<file path="src/rtl/core/tsr_pkg.sv">
// Package for the thermocouple SPI reader: shared widths, codes and the
// result word type passed from the sequencer to the output stage.
// No dependencies.
package tsr_pkg;

    // Configuration register width and register indexes
    localparam int CFG_W = 20;
    localparam int CFG_IDX_W = 2;
    localparam logic [CFG_IDX_W-1:0] REG_SETUP_TICKS = 2'd0;
    localparam logic [CFG_IDX_W-1:0] REG_HIGH_TICKS  = 2'd1;
    localparam logic [CFG_IDX_W-1:0] REG_LOW_TICKS   = 2'd2;

    localparam logic [CFG_W-1:0] SETUP_TICKS_RST = 20'd1000;
    localparam logic [CFG_W-1:0] HIGH_TICKS_RST  = 20'd1000;
    localparam logic [CFG_W-1:0] LOW_TICKS_RST   = 20'd4000;

    // Frame layout
    localparam int FRAME_BITS = 16;
    localparam int BIT_CNT_W = 5;
    localparam int TEMP_W = 12;
    localparam int STATUS_W = 2;
    localparam int OPEN_BIT = 2;
    localparam int SIGN_BIT = 15;
    localparam int TEMP_LSB = 3;

    // Result status codes
    localparam logic [STATUS_W-1:0] STATUS_VALID = 2'd0;
    localparam logic [STATUS_W-1:0] STATUS_OPEN  = 2'd1;
    localparam logic [STATUS_W-1:0] STATUS_SIGN  = 2'd2;

    // Stream widths
    localparam int S_DATA_W = 8;
    localparam int M_DATA_W = 40;

    // One result word
    typedef struct packed {
        logic [FRAME_BITS-1:0] raw_word;
        logic [TEMP_W-1:0]     temperature_quarters;
        logic [STATUS_W-1:0]   status;
        logic                  done_res;
        logic                  busy_res;
        logic                  select_n;
        logic                  sclk;
    } tsr_result_t;

endpackage

</file>
<file path="src/rtl/core/tsr_cfg_regs.sv">
// Configuration register file for the thermocouple SPI reader.
// Depends on tsr_pkg.
module tsr_cfg_regs (
    input  logic                           aclk,
    input  logic                           aresetn,
    input  logic                           cfg_valid,
    output logic                           cfg_ready,
    input  logic [tsr_pkg::CFG_IDX_W-1:0]  cfg_index,
    input  logic [tsr_pkg::CFG_W-1:0]      cfg_data,
    output logic [tsr_pkg::CFG_W-1:0]      setup_ticks,
    output logic [tsr_pkg::CFG_W-1:0]      high_ticks,
    output logic [tsr_pkg::CFG_W-1:0]      low_ticks
);

    logic [tsr_pkg::CFG_W-1:0] setup_ticks_reg;
    logic [tsr_pkg::CFG_W-1:0] high_ticks_reg;
    logic [tsr_pkg::CFG_W-1:0] low_ticks_reg;

    assign cfg_ready = 1'b1;

    // Register writes; unknown indexes are dropped
    always_ff @(posedge aclk) begin
        if (!aresetn) begin
            setup_ticks_reg <= tsr_pkg::SETUP_TICKS_RST;
            high_ticks_reg  <= tsr_pkg::HIGH_TICKS_RST;
            low_ticks_reg   <= tsr_pkg::LOW_TICKS_RST;
        end else if (cfg_valid) begin
            case (cfg_index)
                tsr_pkg::REG_SETUP_TICKS: setup_ticks_reg <= cfg_data;
                tsr_pkg::REG_HIGH_TICKS:  high_ticks_reg  <= cfg_data;
                tsr_pkg::REG_LOW_TICKS:   low_ticks_reg   <= cfg_data;
                default: ;
            endcase
        end
    end

    assign setup_ticks = setup_ticks_reg;
    assign high_ticks  = high_ticks_reg;
    assign low_ticks   = low_ticks_reg;

endmodule

</file>
<file path="src/rtl/core/tsr_sequencer.sv">
// Frame sequencer: phase, tick timer, bit counter, shift register and decode.
// Depends on tsr_pkg.
module tsr_sequencer #(
    parameter int TIMER_BITS = 20
) (
    input  logic                       aclk,
    input  logic                       aresetn,
    input  logic                       step,
    input  logic                       start_req,
    input  logic                       data_in,
    input  logic [tsr_pkg::CFG_W-1:0]  setup_ticks,
    input  logic [tsr_pkg::CFG_W-1:0]  high_ticks,
    input  logic [tsr_pkg::CFG_W-1:0]  low_ticks,
    output tsr_pkg::tsr_result_t       res
);

    localparam int SW = (TIMER_BITS > tsr_pkg::CFG_W) ? TIMER_BITS : tsr_pkg::CFG_W;
    localparam int CW = SW + 1;

    localparam logic [2:0] PH_IDLE   = 3'd0;
    localparam logic [2:0] PH_PREP_A = 3'd1;
    localparam logic [2:0] PH_PREP_B = 3'd2;
    localparam logic [2:0] PH_SELECT = 3'd3;
    localparam logic [2:0] PH_HIGH   = 3'd4;
    localparam logic [2:0] PH_LOW    = 3'd5;
    localparam logic [2:0] PH_FINISH = 3'd6;

    logic [2:0]                          phase_reg, phase_next;
    logic [TIMER_BITS-1:0]               tick_reg, tick_next;
    logic [tsr_pkg::BIT_CNT_W-1:0]       bit_cnt_reg, bit_cnt_next;
    logic [tsr_pkg::FRAME_BITS-1:0]      shift_reg, shift_next;
    logic [tsr_pkg::STATUS_W-1:0]        status_reg, status_next;
    logic [tsr_pkg::TEMP_W-1:0]          temp_reg, temp_next;

    logic [tsr_pkg::CFG_W-1:0]           dur;
    logic [SW-1:0]                       dur_ext, lim, span;
    logic [CW-1:0]                       cnt_inc;
    logic                                elapsed;
    logic [tsr_pkg::BIT_CNT_W-1:0]       bit_inc;

    // Duration of the current phase, saturated to the timer and at least one
    always_comb begin
        case (phase_reg)
            PH_HIGH: dur = high_ticks;
            PH_LOW:  dur = low_ticks;
            default: dur = setup_ticks;
        endcase
        dur_ext = SW'(dur);
        lim     = SW'({TIMER_BITS{1'b1}});
        span    = (dur_ext > lim) ? lim : dur_ext;
        if (span == '0) begin
            span = SW'(1);
        end
        cnt_inc = CW'(tick_reg) + CW'(1);
        elapsed = (cnt_inc >= CW'(span));
    end

    assign bit_inc = bit_cnt_reg + tsr_pkg::BIT_CNT_W'(1);

    // Next state for one tick
    always_comb begin
        phase_next   = phase_reg;
        tick_next    = tick_reg;
        bit_cnt_next = bit_cnt_reg;
        shift_next   = shift_reg;
        status_next  = status_reg;
        temp_next    = temp_reg;
        case (phase_reg)
            PH_PREP_A, PH_PREP_B, PH_SELECT: begin
                tick_next = elapsed ? '0 : TIMER_BITS'(cnt_inc);
                if (elapsed) begin
                    phase_next = (phase_reg == PH_PREP_A) ? PH_PREP_B :
                                 (phase_reg == PH_PREP_B) ? PH_SELECT : PH_HIGH;
                end
            end
            PH_HIGH: begin
                tick_next = elapsed ? '0 : TIMER_BITS'(cnt_inc);
                if (elapsed) begin
                    shift_next = {shift_reg[tsr_pkg::FRAME_BITS-2:0], data_in};
                    phase_next = PH_LOW;
                end
            end
            PH_LOW: begin
                tick_next = elapsed ? '0 : TIMER_BITS'(cnt_inc);
                if (elapsed) begin
                    if (bit_inc >= tsr_pkg::BIT_CNT_W'(tsr_pkg::FRAME_BITS)) begin
                        bit_cnt_next = '0;
                        phase_next   = PH_FINISH;
                        // Decode: open thermocouple wins over sign
                        if (shift_reg[tsr_pkg::OPEN_BIT]) begin
                            status_next = tsr_pkg::STATUS_OPEN;
                            temp_next   = '0;
                        end else if (shift_reg[tsr_pkg::SIGN_BIT]) begin
                            status_next = tsr_pkg::STATUS_SIGN;
                            temp_next   = '0;
                        end else begin
                            status_next = tsr_pkg::STATUS_VALID;
                            temp_next   = shift_reg[tsr_pkg::TEMP_LSB +: tsr_pkg::TEMP_W];
                        end
                    end else begin
                        bit_cnt_next = bit_inc;
                        phase_next   = PH_HIGH;
                    end
                end
            end
            default: begin
                // idle or finish tick
                tick_next    = '0;
                bit_cnt_next = '0;
                phase_next   = start_req ? PH_PREP_A : PH_IDLE;
            end
        endcase
    end

    always_ff @(posedge aclk) begin
        if (!aresetn) begin
            phase_reg   <= PH_IDLE;
            tick_reg    <= '0;
            bit_cnt_reg <= '0;
            shift_reg   <= '0;
            status_reg  <= tsr_pkg::STATUS_VALID;
            temp_reg    <= '0;
        end else if (step) begin
            phase_reg   <= phase_next;
            tick_reg    <= tick_next;
            bit_cnt_reg <= bit_cnt_next;
            shift_reg   <= shift_next;
            status_reg  <= status_next;
            temp_reg    <= temp_next;
        end
    end

    // Levels of the phase in force at the start of the tick
    always_comb begin
        res.sclk                 = (phase_reg == PH_HIGH);
        res.select_n             = !((phase_reg == PH_SELECT) || (phase_reg == PH_HIGH) ||
                                     (phase_reg == PH_LOW));
        res.busy_res             = (phase_reg >= PH_PREP_A) && (phase_reg <= PH_LOW);
        res.done_res             = (phase_reg == PH_FINISH);
        res.status               = status_reg;
        res.temperature_quarters = temp_reg;
        res.raw_word             = shift_reg;
    end

endmodule

</file>
<file path="src/rtl/core/tsr_out_stage.sv">
// Output register for result words, with the stream handshake.
// Depends on tsr_pkg.
module tsr_out_stage (
    input  logic                  aclk,
    input  logic                  aresetn,
    input  logic                  load,
    input  tsr_pkg::tsr_result_t  res,
    output logic                  m_tvalid,
    input  logic                  m_tready,
    output tsr_pkg::tsr_result_t  word
);

    logic                 valid_reg;
    tsr_pkg::tsr_result_t word_reg;

    // Valid flag: set on load, cleared when taken with nothing new
    always_ff @(posedge aclk) begin
        if (!aresetn) begin
            valid_reg <= 1'b0;
        end else if (load) begin
            valid_reg <= 1'b1;
        end else if (m_tready) begin
            valid_reg <= 1'b0;
        end
    end

    always_ff @(posedge aclk) begin
        if (load) begin
            word_reg <= res;
        end
    end

    assign m_tvalid = valid_reg;
    assign word     = word_reg;

endmodule

</file>
<file path="src/rtl/core/thermocouple_spi_reader_top.sv">
// A result word is registered and appears in the cycle after its tick word is accepted.
// Throughput: one tick word per cycle while the result side takes words; the
// single output register is refilled in the cycle it is drained.
// Reset (aresetn low, synchronous): idle phase, counters, shift word and held
// result cleared, registers back to 1000/1000/4000, no result word pending.
// Depends on tsr_pkg, tsr_cfg_regs, tsr_sequencer, tsr_out_stage.
module thermocouple_spi_reader_top #(
    parameter int TIMER_BITS = 20
) (
    input  logic                           aclk,
    input  logic                           aresetn,
    // Tick words
    input  logic                           s_tvalid,
    output logic                           s_tready,
    input  logic [tsr_pkg::S_DATA_W-1:0]   s_tdata,  // [0] start_req, [1] data_in
    // Result words
    output logic                           m_tvalid,
    input  logic                           m_tready,
    // [0] sclk, [1] select_n, [2] busy_res, [3] done_res, [5:4] status,
    // [17:6] temperature_quarters, [33:18] raw_word, rest zero
    output logic [tsr_pkg::M_DATA_W-1:0]   m_tdata,
    // Configuration writes
    input  logic                           cfg_valid,
    output logic                           cfg_ready,
    input  logic [tsr_pkg::CFG_IDX_W-1:0]  cfg_index,
    input  logic [tsr_pkg::CFG_W-1:0]      cfg_data
);

    logic [tsr_pkg::CFG_W-1:0] setup_ticks, high_ticks, low_ticks;
    logic                      step;
    tsr_pkg::tsr_result_t      res, word;

    // Accept while the output register is empty or being drained
    assign s_tready = !m_tvalid || m_tready;
    assign step     = s_tvalid && s_tready;

    tsr_cfg_regs u_cfg (
        .aclk        (aclk),
        .aresetn     (aresetn),
        .cfg_valid   (cfg_valid),
        .cfg_ready   (cfg_ready),
        .cfg_index   (cfg_index),
        .cfg_data    (cfg_data),
        .setup_ticks (setup_ticks),
        .high_ticks  (high_ticks),
        .low_ticks   (low_ticks)
    );

    tsr_sequencer #(
        .TIMER_BITS (TIMER_BITS)
    ) u_seq (
        .aclk        (aclk),
        .aresetn     (aresetn),
        .step        (step),
        .start_req   (s_tdata[0]),
        .data_in     (s_tdata[1]),
        .setup_ticks (setup_ticks),
        .high_ticks  (high_ticks),
        .low_ticks   (low_ticks),
        .res         (res)
    );

    tsr_out_stage u_out (
        .aclk     (aclk),
        .aresetn  (aresetn),
        .load     (step),
        .res      (res),
        .m_tvalid (m_tvalid),
        .m_tready (m_tready),
        .word     (word)
    );

    assign m_tdata = tsr_pkg::M_DATA_W'(word);

endmodule

</file>
<file path="config.mk">
export PLATFORM = sky130hd
export DESIGN_NAME = thermocouple_spi_reader_top
export DESIGN_NICKNAME = d
export VERILOG_FILES = /design/src/rtl/core/tsr_pkg.sv /design/src/rtl/core/tsr_cfg_regs.sv /design/src/rtl/core/tsr_sequencer.sv /design/src/rtl/core/tsr_out_stage.sv /design/src/rtl/core/thermocouple_spi_reader_top.sv
export SDC_FILE = /design/constraint.sdc
export NUM_CORES = 1
export LEC_CHECK = 0
export BUFFER_PORTS_ARGS = -buffer_cell sky130_fd_sc_hd__buf_2
export CAP_MARGIN = 10
export CORE_MARGIN = 4
export CORE_UTILIZATION = 59
export CTS_CLUSTER_SIZE = 14
export DETAILED_ROUTE_END_ITERATION = 6
export PLACE_DENSITY_LB_ADDON = 0.12
export RECOVER_POWER = 25
export SYNTH_ARGS = -nofsm -noshare
export SYNTH_HDL_FRONTEND = slang
export SYNTH_HIERARCHICAL = 1
export SYNTH_SLANG_ARGS = --single-unit
</file>
<file path="constraint.sdc">
create_clock -name aclk -period 3.87 [get_ports aclk]
set_input_delay 1.161 -clock aclk [delete_from_list [all_inputs] [get_ports aclk]]
set_output_delay 1.161 -clock aclk [all_outputs]
set_load 0.005 [all_outputs]
</file>
==> flow_metrics.env <==
export IMPL_status="completed"
export IMPL_nets=852
export IMPL_power_frac_seq=0.461
export IMPL_setup_viol=0
export IMPL_largest_reg_flops=34
export IMPL_fin_cells=976
export IMPL_switchingPower_uw=812.0
export IMPL_cts_root_buf="clkbuf_16"
export IMPL_ys_warn_count=6
export IMPL_cts_hold_buf=0
export IMPL_pwr_share_comb=0.059
export IMPL_ys_ff_latch=153
export IMPL_first_iter_violations=368
export IMPL_synthTopCellsByArea="dfxtp_1 33%, edfxtp_1 14%, mux2i_1 11%"
export IMPL_internal_power_mw=2.851
export IMPL_critPathKind="reg -> reg"
export IMPL_crit_path_start_kind="flop"
export IMPL_overflow=0
export IMPL_diodes=0
export IMPL_peakVddDrop_uv=366.5
export IMPL_cts_made_buffers=17
export IMPL_startpoint="u_seq/phase_reg[0]$_SDFFE_PN0P_"
export IMPL_die_x_um=119.0
export IMPL_htree_levels=4
export IMPL_clk_latency_ns=0.43
export IMPL_grt_pass1_vias=5408
export IMPL_syn_cell_area_um2=7271
export IMPL_ioPinCount=78
export IMPL_finalHoldViolations=0
export IMPL_worst_slew_pin_slew_ns=0.9865
export IMPL_dp_hpwl_um=10690
export IMPL_p_total_mw=3.663
export IMPL_antenna_found_initial=0
export IMPL_syn2layout_area_growth_pct=14.95
export IMPL_ys_flop_type="dfxtp_1"
export IMPL_synth_edf_count=34
export IMPL_worstPathRequired_ns=4.24
export IMPL_grt_max_degree=159
export IMPL_tns_ns=0
export IMPL_drive_gt1_frac=0.1634
export IMPL_cts_setup_buffers=0
export IMPL_async_reset_ff_frac=0
export IMPL_synthCells=747
export IMPL_p_sw_frac=0.2217
export IMPL_rr_endpoint="u_seq/tick_reg[19]$_SDFFE_PN0P_"
export IMPL_vias_per_cell=5.726
export IMPL_yosysSeqAreaShare=0.4681
export IMPL_grt_first_pass_wirelength_um=26120
export IMPL_hold_slack_ns=0.4303
export IMPL_worst_r2r_path_depth=17
export IMPL_fin_util=0.6929
export IMPL_end_kind="flop"
export IMPL_crit_path_end="u_seq/tick_reg[19]$_SDFFE_PN0P_"
export IMPL_die_area_um2=14160
export IMPL_core_area_um2=12060
export IMPL_synth_top_area_share=0.3277
export IMPL_vias=5589
export IMPL_finalClockSkew_ns=0.01156
export IMPL_power_density_nw_per_um2=438.2
export IMPL_ys_types=65
export IMPL_path_max_fanout=23
export IMPL_start_util=0.6028
export IMPL_pre_cts_ws_ns=0.1688
export IMPL_arrival_ns=3.98
export IMPL_clockPowerShare=0.481
export IMPL_r2r_start="u_seq/phase_reg[0]$_SDFFE_PN0P_"
export IMPL_clk_pin_slew_worst_paths_ns=0.06
export IMPL_rsz0062_at_grt="no"
export IMPL_fin_crit_sh=0.9307
export IMPL_worstHoldPathType="reg -> reg"
export IMPL_fp_dieH_um=119.0
export IMPL_drv_cap=0
export IMPL_drcViolationCount=0
export IMPL_wl_per_cell_um=16.31
export IMPL_mostFrequentLayoutCells="119 x dfxtp_1, 115 x nand2_1, 80 x mux2i_1"
export IMPL_clkSinkCount=153
export IMPL_ant_nets=0
export IMPL_drv_slew=0
export IMPL_drt_wl_total_um=15920
export IMPL_setup_ws_ns=0.2681
export IMPL_fp_row_count=40
export IMPL_reg2reg_slack_ns=0.27
export IMPL_maxSlewHeadroom=0.3419
export IMPL_dr_pass1_iters=5
export IMPL_cts_buffer_depth=2
export IMPL_post_dp_cell_area_um2=7709
export IMPL_numPortBuffers=64
export IMPL_synth_top_area_cell="dfxtp_1"
export IMPL_placed_cells=944
export IMPL_fmax_mhz=277.6
export IMPL_cts_tree="yes"
export IMPL_gp_congestion=0.8895
export IMPL_syn_area_per_cell_um2=9.733
export IMPL_fin_crit_ns=3.602
export IMPL_grt_usage=0.2273
export IMPL_final_common_cell="dfxtp_1"
export IMPL_leakage_nw=3.418
export IMPL_fin_area_um2=8358
## cells by family (layout without fill, tap and decap cells)
kind of cell | Yosys count | in the layout | synth area share
XOR/XNOR | 19 | 19 | 0.02289
adder cells (fa/ha/maj) | 22 | 22 | 0.03786
AO/OA/AOI/OAI | 117 | 117 | 0.1086
multiplexers | 80 | 80 | 0.1101
other | 2 | 7 | 0.001033
AND/OR/NAND/NOR | 291 | 291 | 0.2069
flip-flops | 153 | 153 | 0.4681
buffers and inverters | 63 | 119 | 0.04457
## synth_stat cells, types with 2 or more instances
cell type	n
or3_1	4
buf_2	11
a21oi_1	30
edfxtp_1	34
nand4_1	21
nor2_1	32
and2_1	13
nor4_1	5
o311ai_0	2
a21o_1	3
xor2_1	6
and3_1	10
a211oi_1	2
clkbuf_1	24
mux2i_1	80
inv_1	4
conb_1	2
nand2b_1	2
nand3b_1	4
o31ai_1	3
and4_1	4
clkbuf_2	2
nand4b_1	3
buf_1	4
o21ai_0	36
nor4_4	2
a32o_1	13
dfxtp_1	119
nor3_1	6
nand3_1	36
o211ai_1	4
buf_6	2
nor2b_1	23
o21a_1	7
a22o_1	2
nand2_1	115
xnor2_1	13
a31o_2	3
buf_4	14
ha_1	22
## worst min path at each step
stage | to | start | cells after the start | slack, ns
after floorplan | u_out/word[10]$_DFFE_PP_ | u_seq/temp_reg[4]$_SDFFE_PN0P_ | 0 | 0.41
after global placement | u_out/word[16]$_DFFE_PP_ | u_seq/temp_reg[10]$_SDFFE_PN0P_ | 0 | 0.41
after detailed placement | u_out/word[16]$_DFFE_PP_ | u_seq/temp_reg[10]$_SDFFE_PN0P_ | 0 | 0.42
after CTS | u_out/word[16]$_DFFE_PP_ | u_seq/temp_reg[10]$_SDFFE_PN0P_ | 0 | 0.43
after global routing | u_out/word[4]$_DFFE_PP_ | u_seq/status_reg[0]$_SDFFE_PN0P_ | 0 | 0.44
final | u_out/word[16]$_DFFE_PP_ | u_seq/temp_reg[10]$_SDFFE_PN0P_ | 0 | 0.43
## layout make-up
| type | instances | area (um^2) |
|---|---|---|
| clock buffer | 18 | 439.2 |
| clock inverter | 14 | 192.7 |
| fill | 943 | 3704 |
| inverter | 5 | 18.77 |
| multi-input combinational | 536 | 3597 |
| sequential | 153 | 3403 |
| tap | 168 | 210.2 |
| timing repair buffer | 82 | 496.7 |
## per-layer routing
layer / vias up / share of wire / global-route usage
met3: 34 / 0.040 / 0.05223
met5: - / 0 / 0
met4: 0 / 0.019 / 0.08255
met1: 2662 / 0.47 / 0.3100
met2: 129 / 0.47 / 0.3539
li1: 2764 / - / -
## repair_timing
item / in CTS / in global routing
resized for setup: 0 / 11
setup endpoints to repair: 0 / 14
hold endpoints to repair: 0 / 0
## critical path: stages, from the launching register on
cell and delay [ns]:
dfxtp_1 0.37, buf_12 0.23, mux2i_1 0.21, nor2_1 0.05
a21oi_1 0.14, buf_4 0.16, nand4_1 0.11, nor4_2 0.28
nand4_1 0.13, o211ai_1 0.10, ha_1 0.25, nand2b_1 0.14
a21oi_1 0.15, o21a_1 0.16, o211ai_1 0.17, a21o_2 0.34
o311ai_0 0.38, o21a_1 0.17
## power groups by stage
| stage | Clock, mW | Sequential (mW) | Combinational, mW |
|---|---|---|---|
| floorplan | 0 | 1.72 | 0.148 |
| finish | 1.76 | 1.69 | 0.215 |
| global route | 1.85 | 1.69 | 0.236 |
| detailed placement | 0 | 1.72 | 0.215 |
| CTS | 1.78 | 1.69 | 0.216 |
| global placement | 0 | 1.72 | 0.208 |
(Power assumes the default switching activity.)
